--- src/rtl/core/sce_pkg.sv ---
// Package for the string character escaper: escape descriptor type,
// character constants and helper functions for run length and run characters.
// No dependencies.
`timescale 1ns / 1ps

package sce_pkg;

	localparam int unsigned IdxW = 3;

	localparam logic [7:0] ChBslash = 8'h5C;
	localparam logic [7:0] ChQuote  = 8'h22;
	localparam logic [7:0] ChZero   = 8'h30;
	localparam logic [7:0] ChSeven  = 8'h37;
	localparam logic [7:0] ChUpperA = 8'h41;
	localparam logic [7:0] ChLowU   = 8'h75;
	localparam logic [7:0] ChLowX   = 8'h78;
	localparam logic [7:0] ChLowB   = 8'h62;
	localparam logic [7:0] ChLowT   = 8'h74;
	localparam logic [7:0] ChLowN   = 8'h6E;
	localparam logic [7:0] ChLowV   = 8'h76;
	localparam logic [7:0] ChLowF   = 8'h66;
	localparam logic [7:0] ChLowR   = 8'h72;
	localparam logic [7:0] CtrlLimit = 8'd32;
	localparam logic [7:0] DelChar   = 8'd127;

	// escape form chosen by the classifier
	typedef enum logic [1:0] {
		KIND_PASS   = 2'd0,  // byte as is
		KIND_LETTER = 2'd1,  // backslash + data
		KIND_HEX_X  = 2'd2,  // backslash x H L
		KIND_HEX_U  = 2'd3   // backslash u 0 0 H L
	} esc_kind_t;

	typedef struct packed {
		esc_kind_t  kind;
		logic [7:0] data;
	} esc_desc_t;

	function automatic logic [IdxW-1:0] desc_len(input esc_desc_t d);
		logic [IdxW-1:0] n;
		case (d.kind)
			KIND_PASS:   n = 3'd1;
			KIND_LETTER: n = 3'd2;
			KIND_HEX_X:  n = 3'd4;
			KIND_HEX_U:  n = 3'd6;
			default:     n = 3'd1;
		endcase
		return n;
	endfunction

	function automatic logic [7:0] hex_digit(input logic [3:0] nib);
		logic [7:0] ch;
		if (nib < 4'd10) begin
			ch = ChZero + {4'd0, nib};
		end else begin
			ch = ChUpperA + {4'd0, nib} - 8'd10;
		end
		return ch;
	endfunction

	function automatic logic [7:0] run_char(input esc_desc_t d, input logic [IdxW-1:0] idx);
		logic [7:0] ch;
		ch = ChBslash;
		case (d.kind)
			KIND_PASS: ch = d.data;
			KIND_LETTER: begin
				if (idx == 3'd1) ch = d.data;
			end
			KIND_HEX_X: begin
				case (idx)
					3'd1:    ch = ChLowX;
					3'd2:    ch = hex_digit(d.data[7:4]);
					3'd3:    ch = hex_digit(d.data[3:0]);
					default: ch = ChBslash;
				endcase
			end
			KIND_HEX_U: begin
				case (idx)
					3'd1:    ch = ChLowU;
					3'd2:    ch = ChZero;
					3'd3:    ch = ChZero;
					3'd4:    ch = hex_digit(d.data[7:4]);
					3'd5:    ch = hex_digit(d.data[3:0]);
					default: ch = ChBslash;
				endcase
			end
			default: ch = d.data;
		endcase
		return ch;
	endfunction

endpackage

--- src/rtl/core/sce_front.sv ---
// Front end: accepts input bytes, classifies each into an escape descriptor
// and holds it in one register stage. Depends on sce_pkg.
`timescale 1ns / 1ps

module sce_front import sce_pkg::*; (
	input  logic       clk,
	input  logic       arst_n,
	input  logic       json_mode,
	input  logic       in_valid,
	output logic       in_ready,
	input  logic [7:0] char_in,
	input  logic [7:0] next_char,
	output logic       desc_valid,
	input  logic       desc_ready,
	output esc_desc_t  desc
);

	logic       vld_s1;
	esc_desc_t  desc_s1;
	esc_desc_t  desc_c;
	logic [7:0] letter;
	logic       next_is_oct;

	always_comb begin
		case (char_in)
			8'h08:   letter = ChLowB;
			8'h09:   letter = ChLowT;
			8'h0A:   letter = ChLowN;
			8'h0B:   letter = json_mode ? 8'd0 : ChLowV;
			8'h0C:   letter = ChLowF;
			8'h0D:   letter = ChLowR;
			ChBslash: letter = ChBslash;
			ChQuote: letter = ChQuote;
			default: letter = 8'd0;
		endcase
	end

	assign next_is_oct = (next_char >= ChZero) && (next_char <= ChSeven);

	always_comb begin
		if (letter != 8'd0) begin
			desc_c.kind = KIND_LETTER;
			desc_c.data = letter;
		end else if (char_in < 8'd8 && !json_mode && !next_is_oct) begin
			desc_c.kind = KIND_LETTER;
			desc_c.data = ChZero + char_in;
		end else if (char_in < CtrlLimit || char_in >= DelChar) begin
			desc_c.kind = json_mode ? KIND_HEX_U : KIND_HEX_X;
			desc_c.data = char_in;
		end else begin
			desc_c.kind = KIND_PASS;
			desc_c.data = char_in;
		end
	end

	assign in_ready = !vld_s1 || desc_ready;

	always_ff @(posedge clk or negedge arst_n) begin
		if (!arst_n) begin
			vld_s1 <= 1'b0;
		end else if (in_ready) begin
			vld_s1 <= in_valid;
		end
	end

	// payload: hold while stalled
	always_ff @(posedge clk) begin
		if (in_ready && in_valid) begin
			desc_s1 <= desc_c;
		end
	end

	assign desc_valid = vld_s1;
	assign desc       = desc_s1;

endmodule

--- src/rtl/core/sce_queue.sv ---
// Short descriptor queue between front end and back end, register based.
// Depends on sce_pkg.
`timescale 1ns / 1ps

module sce_queue import sce_pkg::*; #(
	parameter int unsigned QDEPTH = 4
) (
	input  logic      clk,
	input  logic      arst_n,
	input  logic      push_valid,
	output logic      push_ready,
	input  esc_desc_t push_desc,
	output logic      pop_valid,
	input  logic      pop,
	output esc_desc_t head
);

	localparam int unsigned PtrW = (QDEPTH > 1) ? $clog2(QDEPTH) : 1;
	localparam int unsigned CntW = $clog2(QDEPTH + 1);

	esc_desc_t       mem_q [QDEPTH];
	logic [PtrW-1:0] wr_ptr_q;
	logic [PtrW-1:0] rd_ptr_q;
	logic [CntW-1:0] count_q;
	logic            do_push;
	logic            do_pop;

	assign push_ready = (count_q != CntW'(QDEPTH));
	assign pop_valid  = (count_q != '0);
	assign do_push    = push_valid && push_ready;
	assign do_pop     = pop && pop_valid;
	assign head       = mem_q[rd_ptr_q];

	always_ff @(posedge clk or negedge arst_n) begin
		if (!arst_n) begin
			wr_ptr_q <= '0;
			rd_ptr_q <= '0;
			count_q  <= '0;
		end else begin
			if (do_push) begin
				wr_ptr_q <= (wr_ptr_q == PtrW'(QDEPTH - 1)) ? '0 : wr_ptr_q + 1'b1;
			end
			if (do_pop) begin
				rd_ptr_q <= (rd_ptr_q == PtrW'(QDEPTH - 1)) ? '0 : rd_ptr_q + 1'b1;
			end
			if (do_push && !do_pop) begin
				count_q <= count_q + 1'b1;
			end else if (do_pop && !do_push) begin
				count_q <= count_q - 1'b1;
			end
		end
	end

	always_ff @(posedge clk) begin
		if (do_push) begin
			mem_q[wr_ptr_q] <= push_desc;
		end
	end

endmodule

--- src/rtl/core/sce_back.sv ---
// Back end: walks the head descriptor into the output register one character per cycle
// while that register is free, and pops it with its last character. Depends on sce_pkg.
`timescale 1ns / 1ps

module sce_back import sce_pkg::*; (
	input  logic       clk,
	input  logic       arst_n,
	input  logic       q_valid,
	input  esc_desc_t  q_head,
	output logic       q_pop,
	output logic       out_valid,
	input  logic       out_ready,
	output logic [7:0] out_char,
	output logic       last
);

	logic [IdxW-1:0] idx_q;
	logic            out_valid_q;
	logic [7:0]      out_char_q;
	logic            last_q;
	logic            out_free;
	logic            emit;
	logic            at_end;
	logic [IdxW-1:0] len;

	assign len      = desc_len(q_head);
	assign out_free = !out_valid_q || out_ready;
	assign emit     = q_valid && out_free;
	assign at_end   = (idx_q == len - 1'b1);
	assign q_pop    = emit && at_end;

	always_ff @(posedge clk or negedge arst_n) begin
		if (!arst_n) begin
			idx_q       <= '0;
			out_valid_q <= 1'b0;
		end else begin
			if (out_free) begin
				out_valid_q <= q_valid;
			end
			if (emit) begin
				idx_q <= at_end ? '0 : idx_q + 1'b1;
			end
		end
	end

	always_ff @(posedge clk) begin
		if (emit) begin
			out_char_q <= run_char(q_head, idx_q);
			last_q     <= at_end;
		end
	end

	assign out_valid = out_valid_q;
	assign out_char  = out_char_q;
	assign last      = last_q;

	// run position never runs past the head's length
	a_idx_in_run: assert property (@(posedge clk) disable iff (!arst_n)
		q_valid |-> (idx_q < len))
		else $error("run index past descriptor length");

	// a descriptor leaves the queue only with its marked final character
	a_pop_marks_last: assert property (@(posedge clk) disable iff (!arst_n)
		q_pop |=> (out_valid_q && last_q))
		else $error("descriptor popped without final character");

	// with nothing queued the walk sits at the start of a run
	a_idle_idx: assert property (@(posedge clk) disable iff (!arst_n)
		!q_valid |-> (idx_q == '0))
		else $error("run index nonzero with empty queue");

endmodule

--- src/rtl/core/string_char_escaper.sv ---
// String character escaper: one byte in, an escape run of 1, 2, 4 or 6
// characters out, with the final character marked.
// Path from input transaction to first output character: front register, queue entry,
// then output register. Throughput: one output character per cycle while out_ready allows,
// so plain bytes go at one per cycle while out_ready allows; the input stalls once the queue
// and the front register are full.
// Reset: clears all valid flags, queue pointers, run index and json_style (script mode).
`timescale 1ns / 1ps

module string_char_escaper import sce_pkg::*; #(
	parameter int unsigned QDEPTH = 4
) (
	input  logic       clk,
	input  logic       arst_n,
	input  logic       cfg_valid,
	output logic       cfg_ready,
	input  logic       cfg_data,
	input  logic       in_valid,
	output logic       in_ready,
	input  logic [7:0] char_in,
	input  logic [7:0] next_char,
	output logic       out_valid,
	input  logic       out_ready,
	output logic [7:0] out_char,
	output logic       last
);

	logic      json_style_q;
	logic      f_valid;
	logic      f_ready;
	esc_desc_t f_desc;
	logic      q_valid;
	logic      q_pop;
	esc_desc_t q_head;

	assign cfg_ready = 1'b1;

	always_ff @(posedge clk or negedge arst_n) begin
		if (!arst_n) begin
			json_style_q <= 1'b0;
		end else if (cfg_valid) begin
			json_style_q <= cfg_data;
		end
	end

	sce_front u_front (
		.clk        (clk),
		.arst_n     (arst_n),
		.json_mode  (json_style_q),
		.in_valid   (in_valid),
		.in_ready   (in_ready),
		.char_in    (char_in),
		.next_char  (next_char),
		.desc_valid (f_valid),
		.desc_ready (f_ready),
		.desc       (f_desc)
	);

	sce_queue #(.QDEPTH(QDEPTH)) u_queue (
		.clk        (clk),
		.arst_n     (arst_n),
		.push_valid (f_valid),
		.push_ready (f_ready),
		.push_desc  (f_desc),
		.pop_valid  (q_valid),
		.pop        (q_pop),
		.head       (q_head)
	);

	sce_back u_back (
		.clk       (clk),
		.arst_n    (arst_n),
		.q_valid   (q_valid),
		.q_head    (q_head),
		.q_pop     (q_pop),
		.out_valid (out_valid),
		.out_ready (out_ready),
		.out_char  (out_char),
		.last      (last)
	);

endmodule
--- config.mk ---
export PLATFORM = sky130hd
export DESIGN_NAME = string_char_escaper
export DESIGN_NICKNAME = d
export VERILOG_FILES = /design/src/rtl/core/sce_pkg.sv /design/src/rtl/core/sce_front.sv /design/src/rtl/core/sce_queue.sv /design/src/rtl/core/sce_back.sv /design/src/rtl/core/string_char_escaper.sv
export SDC_FILE = /design/constraint.sdc
export NUM_CORES = 1
export LEC_CHECK = 0
export BUFFER_PORTS_ARGS = -buffer_cell sky130_fd_sc_hd__buf_2
export CAP_MARGIN = 20
export CORE_ASPECT_RATIO = 1.2
export CORE_MARGIN = 2
export CORE_UTILIZATION = 55
export DETAILED_ROUTE_END_ITERATION = 10
export HOLD_SLACK_MARGIN = 0.06
export PLACE_DENSITY = 0.75
export RECOVER_POWER = 100
export SLEW_MARGIN = 20
export SYNTH_ARGS = -nofsm -noshare
export SYNTH_HDL_FRONTEND = slang
export SYNTH_SLANG_ARGS = --single-unit
--- constraint.sdc ---
create_clock -name clk -period 5.88 [get_ports clk]
set_clock_uncertainty 0.2 [all_clocks]
set_input_delay 0.294 -clock clk [delete_from_list [all_inputs] [get_ports clk]]
set_output_delay 0.294 -clock clk [all_outputs]
set_load 0.01 [all_outputs]
Word-level counts from Yosys, hierarchy flattened:

Memories as Yosys holds them, arrays and structs flattened.
Cells that the tools add are included.

* memories: 1
* bits in registers: 32
* logic and storage cells: 100
* input bits: 22
* memory bits (writable): 40

* magnitude comparators: 7
* muxes and demuxes: 20
* reductions and logical operators: 26
* add/subtract/negate cells: 13
* equal/unequal tests: 20
* bitwise logic cells: 1

Memory list
* u_queue.mem_q: words 4, bits a word 10, rd ports 1, clocked after memory_dff 0, wr ports 1, line sce_queue.sv:21 `esc_desc_t mem_q [QDEPTH];`

Operators with widths (number)
* one-hot mux 8 bit (4 select lines): 2
* one-hot mux 8 bit (8 select lines): 1
* == test 8 x 4 -> 1 bit, second input constant: 6
* 2-to-1 mux 8 bit: 5
* one-hot mux 8 bit (3 select lines): 1
* adder 7 x 4 -> 8 bit, first input constant: 2
* subtractor 8 x 4 -> 8 bit, second input constant: 2
* adder 6 x 4 -> 7 bit, first input constant: 2
* one-hot mux 3 bit (4 select lines): 1
* logical AND 1 bit: 10
* 2-to-1 mux 3 bit: 3
* 2-to-1 mux 9 bit: 1
* adder 6 x 8 -> 8 bit, first input constant: 1
* == test 2 bit, second input constant: 4
* == test 8 x 6 -> 1 bit, second input constant: 1
* == test 8 x 7 -> 1 bit, second input constant: 1
* >= comparator 8 x 6 -> 1 bit, second input constant: 1
* >= comparator 8 x 7 -> 1 bit, second input constant: 1
* less-or-equal comparator 8 x 6 -> 1 bit, second input constant: 1
* less-than comparator 4 bit, second input constant: 2
* less-than comparator 8 x 4 -> 1 bit, second input constant: 1
* less-than comparator 8 x 6 -> 1 bit, second input constant: 1
* nonzero test 8 bit: 1
* 2-to-1 mux 7 bit: 1
* 19 further kinds: 35

Longest topological paths before layout:

An unclocked memory read counts as a cell.

* depth after elaboration: 10
* depth in mapped cells: 12
* mapped depth without buffers: 10

Cells and area by module:

From an unflattened synthesis, not the netlist that was laid out.

* cell total of the unflattened synthesis: 303
* area total of the unflattened synthesis: 3905.0 µm²

Modules (own cells, without submodules)
* sce_queue: area an instance 1888.1 µm², times used 1, cells an instance 89, seq. area each 1376.3 µm²
* sce_back: area an instance 1174.9 µm², times used 1, cells an instance 137, seq. area each 370.4 µm²
* sce_front: area an instance 790.8 µm², times used 1, cells an instance 73, seq. area each 325.3 µm²
* string_char_escaper: area an instance 51.3 µm², times used 1, cells an instance 4, seq. area each 25.0 µm²

Worst setup path before layout:

Ideal clock, no wire load.

* path type: register to register
* start: reg u_queue.rd_ptr_q[0]
* end: reg u_queue.count_q[1]
* cell stages (with the launch flop): 9
* buffers on the path: 0
* data required time: 5.555 ns
* data arrival time: 2.625 ns
* path slack: 2.930 ns
* cell sequence: dfrtp_1 > mux4_2 > nand2b_1 > o31a_1 > a211o_1 > ha_1 > inv_1 > fa_1 > mux2_2

* cells in the longest elaborated chain, start to end: 10

Ends and longest elaborated chain
* start, declared: line sce_queue.sv:23 `logic [PtrW-1:0] rd_ptr_q;`
* start signal, assigned: line sce_queue.sv:44 `rd_ptr_q <= (rd_ptr_q == PtrW'(QDEPTH - 1)) ? '0 : rd_ptr_q + 1'b1;`
* memory read (4 x 10 bit) *
* == test 2 bit (tied with other cells): line sce_pkg.sv:41 `case (d.kind)`
* one-hot mux 3 bit (4 select lines) *: line sce_pkg.sv:41
* subtractor 3 x 1 -> 3 bit *: line sce_back.sv:29 `assign at_end = (idx_q == len - 1'b1);`
* == test 3 bit *: line sce_back.sv:29
* logical AND 1 bit *: line sce_back.sv:30 `assign q_pop = emit && at_end;`
* logical AND 1 bit *: line sce_queue.sv:31 `assign do_pop = pop && pop_valid;`
* logical NOT 1 bit: line sce_queue.sv:46 `if (do_push && !do_pop) begin`
* logical AND 1 bit: line sce_queue.sv:46
* 2-to-1 mux 3 bit or nonzero test 2 bit (tied branches)
* end signal, assigned: line sce_queue.sv:47 `count_q <= count_q + 1'b1;`
* end signal, assigned: line sce_queue.sv:49 `count_q <= count_q - 1'b1;`
* end, declared: line sce_queue.sv:24 `logic [CntW-1:0] count_q;`

Mark *: on every way between the ends. The rest lies on a longest branch, timed or not.
A chain may end at the register's enable or synchronous reset.

Worst setup path after layout:

Same ends and word-level chain as after synthesis.

==> results.yml <==
worst_setup_path:
  cp_max_fo: 22
  crit_path_start_kind: "register"
  r2r-start: "u_queue.rd_ptr_q[0]$_DFFE_PN0P_"
  crit_required_ps: 5920
  r2r-end: "u_queue.count_q[1]$_DFFE_PN0P_"
  path_class: "register to register"
  ff2ff_path_depth: 8
  critical_path_arrival_ps: 3800
  reg2reg_setup_slack_ps: 2120
  critPathCaptureType: "register"
place:
  dp.cells: 408
  gp_congestion: 0.8646
  dp_hpwl_um: 4720
  port_buffers: 29
  pre_cts_ws_ps: 2073
detailed_routing:
  ant_nets: 0
  drt-initial-drc-count: 162
  first_pass_iters: 4
  drc: 0
  vias: 2570
  wl_um: 6831
  viasPerCell: 5.977
  wl_per_cell_um: 15.89
timing:
  period_share_pct: 64.03
  slew_violations: 0
  min_period_ps: 3765
  tns_ps: 0
  hold_viol: 0
  setup_viol: 0
  worst_pin_slew_ps: 825.1
  slew_headroom_pct: 44.50
  rsz0062_at_grt: "false"
  max_freq_mhz: 265.6
  fin_ws_ps: 2115
synth:
  async_flop_share_pct: 18.06
  syn_area_um2: 3805
  synth.most_common_cell: "edfxtp_1"
  yosysTopAreaCellShare_pct: 46.56
  synth-main-ff-cell: "edfxtp_1"
  synth_nets: 346
  yosys_warnings: 0
  synth_top_cell_by_area: "edfxtp_1"
  ys_ff_latch: 72
  synth_cells: 305
  ys_seq_area_share_pct: 55.11
  yosysUniqueCellTypes: 58
  syn-mean-instance-area_um2: 12.48
  synth_common_cells: "59 x edfxtp_1, 20 x nor2_1, 18 x ha_1, 18 x inv_1, 18 x nand2_1"
  synth_edf_count: 59
  synth_area_leaders: "edfxtp_1 47%, dfrtp_1 8.5%, ha_1 5.9%"
finish:
  syn2layout_area_growth_pct: 11.58
  antennaDiodeCount: 0
  register_area_um2: 2097
  drive_above_1_share_pct: 13.12
  multi_input_area_um2: 1556
  instances_no_fill: 430
  nFillCells: 537
  layout.nets: 379
clock_network:
  cts_sinks: 72
  numCtsBuffers: 9
  path_clk_slew_ps: 80
  htreeDepth: 3
  clk_path_buf_depth: 2
  clkLatencyLatePin_ps: 350
  cts-root-buf: "clkbuf_8"
  cts_tree: "yes"
floorplan:
  die_h_um: 95.11
  start_util_pct: 56.19
  row_count: 33
  die-area_um2: 7602
  coreArea_um2: 6771
  die_w_um: 79.93
  io_pins: 34
outcome:
  outcome: "finished clean"
power_and_ir_drop:
  pwr_density_cell_nw_per_um2: 512.7
  vdd_ir_drop_max_mv: 0.2351
  p_leak_nw: 1.582
worst_hold_path:
  hold_class: "input pin to register"
  whs_endpoint: "u_front.desc[2]$_DFFE_PP_"
  min_from: "char_in[2]"
  whs_path_depth: 2
global_route:
  grt_pass1_vias: 2516
  grt_pass1_wl_um: 11370
  overflow: 0
  grt_usage_pct: 19.84
  grt_antenna_before_repair: 0
  grt_max_degree: 23
flow_run:
  cap_violations: 0
[critical path: stages (launching register included)]
cell      delay [ps]
dfrtp_1          820
mux4_2           800
nand2b_1         240
o31a_1           280
a211o_1          340
ha_1             240
inv_1             70
fa_1             400
mux2_2           260
[flip-flops by register name, summed over array words and instances, names as in the netlist]
register            count
u_back.idx_q            3
json_style_q            1
u_queue.count_q         3
u_front.desc_valid      1
u_back.out_char         8
u_queue.rd_ptr_q        2
u_back.out_valid        1
u_back.last             1
u_queue.mem_q          40
u_front.desc           10
u_queue.wr_ptr_q        2
[routing by layer]
| metal | up-vias | global-route usage, % | share of wire [%] |
|---|---|---|---|
| li1 | 1231 | - | - |
| met1 | 1236 | 22.42 | 41 |
| met2 | 84 | 33.96 | 52 |
| met3 | 19 | 4.451 | 4.5 |
| met4 | 0 | 12.29 | 3.0 |
| met5 | - | 0 | 0 |
[how the worst max path moves through the flow]
stage	startpoint	slack, ps	endpoint
floorplan	u_queue.rd_ptr_q[0]$_DFFE_PN0P_	2930	u_queue.count_q[1]$_DFFE_PN0P_
global placement	u_queue.rd_ptr_q[0]$_DFFE_PN0P_	2120	u_queue.count_q[1]$_DFFE_PN0P_
detailed placement	u_queue.rd_ptr_q[0]$_DFFE_PN0P_	2070	u_queue.count_q[1]$_DFFE_PN0P_
CTS	u_queue.rd_ptr_q[0]$_DFFE_PN0P_	2060	u_queue.count_q[1]$_DFFE_PN0P_
global route	u_queue.rd_ptr_q[0]$_DFFE_PN0P_	1900	u_queue.count_q[1]$_DFFE_PN0P_
finish	u_queue.rd_ptr_q[0]$_DFFE_PN0P_	2120	u_queue.count_q[1]$_DFFE_PN0P_
[logic make-up (layout without fill, tap and decap cells)]
| logic type | count (synthesis) | in the layout | share of synthesized area (%) |
|---|---|---|---|
| simple gates | 95 | 95 | 13.45 |
| flops | 72 | 72 | 55.11 |
| compound gates | 65 | 65 | 12.10 |
| buf+inv | 31 | 69 | 3.584 |
| fa+ha+maj | 19 | 19 | 6.445 |
| mux | 16 | 16 | 7.826 |
| xor+xnor | 6 | 6 | 1.381 |
| other cells | 1 | 1 | 0.09856 |
[through the flow]
step / utilization, % / total power, mW / instance area, µm² / hold slack [ps]
finish: 62.69 / 2.177 / 4245 / 73.97
global route: 62.69 / 2.336 / 4245 / 79.95
CTS: 63.16 / 2.209 / 4277 / 62.69
detailed placement: 58.92 / 1.763 / 3990 / 3.972
global placement: 58.92 / 1.732 / 3990 / -5.313
floorplan: - / 1.559 / 3805 / -201.6
[cell type report]
class	instances	area share [%]
flip-flops and latches	72	49.40
multi-input cells	202	36.66
repair buffers	35	4.450
clock buffers	9	2.918
well taps	87	2.564
clock inverters	7	2.417
inverters	18	1.592
[cells in the final DEF (no fill, tap or decap), types with 4 or more instances in the layout]
master	n
xnor2_1	4
mux4_2	10
dlygate4sd3_1	6
a211o_1	4
nor2b_1	7
and2_0	7
nor3_1	5
edfxtp_1	59
ha_1	18
o21ai_0	14
clkbuf_8	9
inv_1	18
nor2_1	20
dfrtp_1	13
a21oi_1	11
nand2_1	18
buf_2	16
nand2b_1	4
a31oi_1	4
a41oi_1	4
clkbuf_1	13
nand4_1	5
nand3_1	10
[power by group]
part           switching, mW  internal [mW]
Clock                  0.200          0.243
Combinational          0.521          0.371
Sequential             0.104          0.737
Total                  0.825           1.35
[what timing repair did]
item                      CTS  global route
resized for setup           0             0
hold buffers                6             0
setup buffers               0             0
hold endpoints to repair   17             0
(Power assumes the default switching activity.)
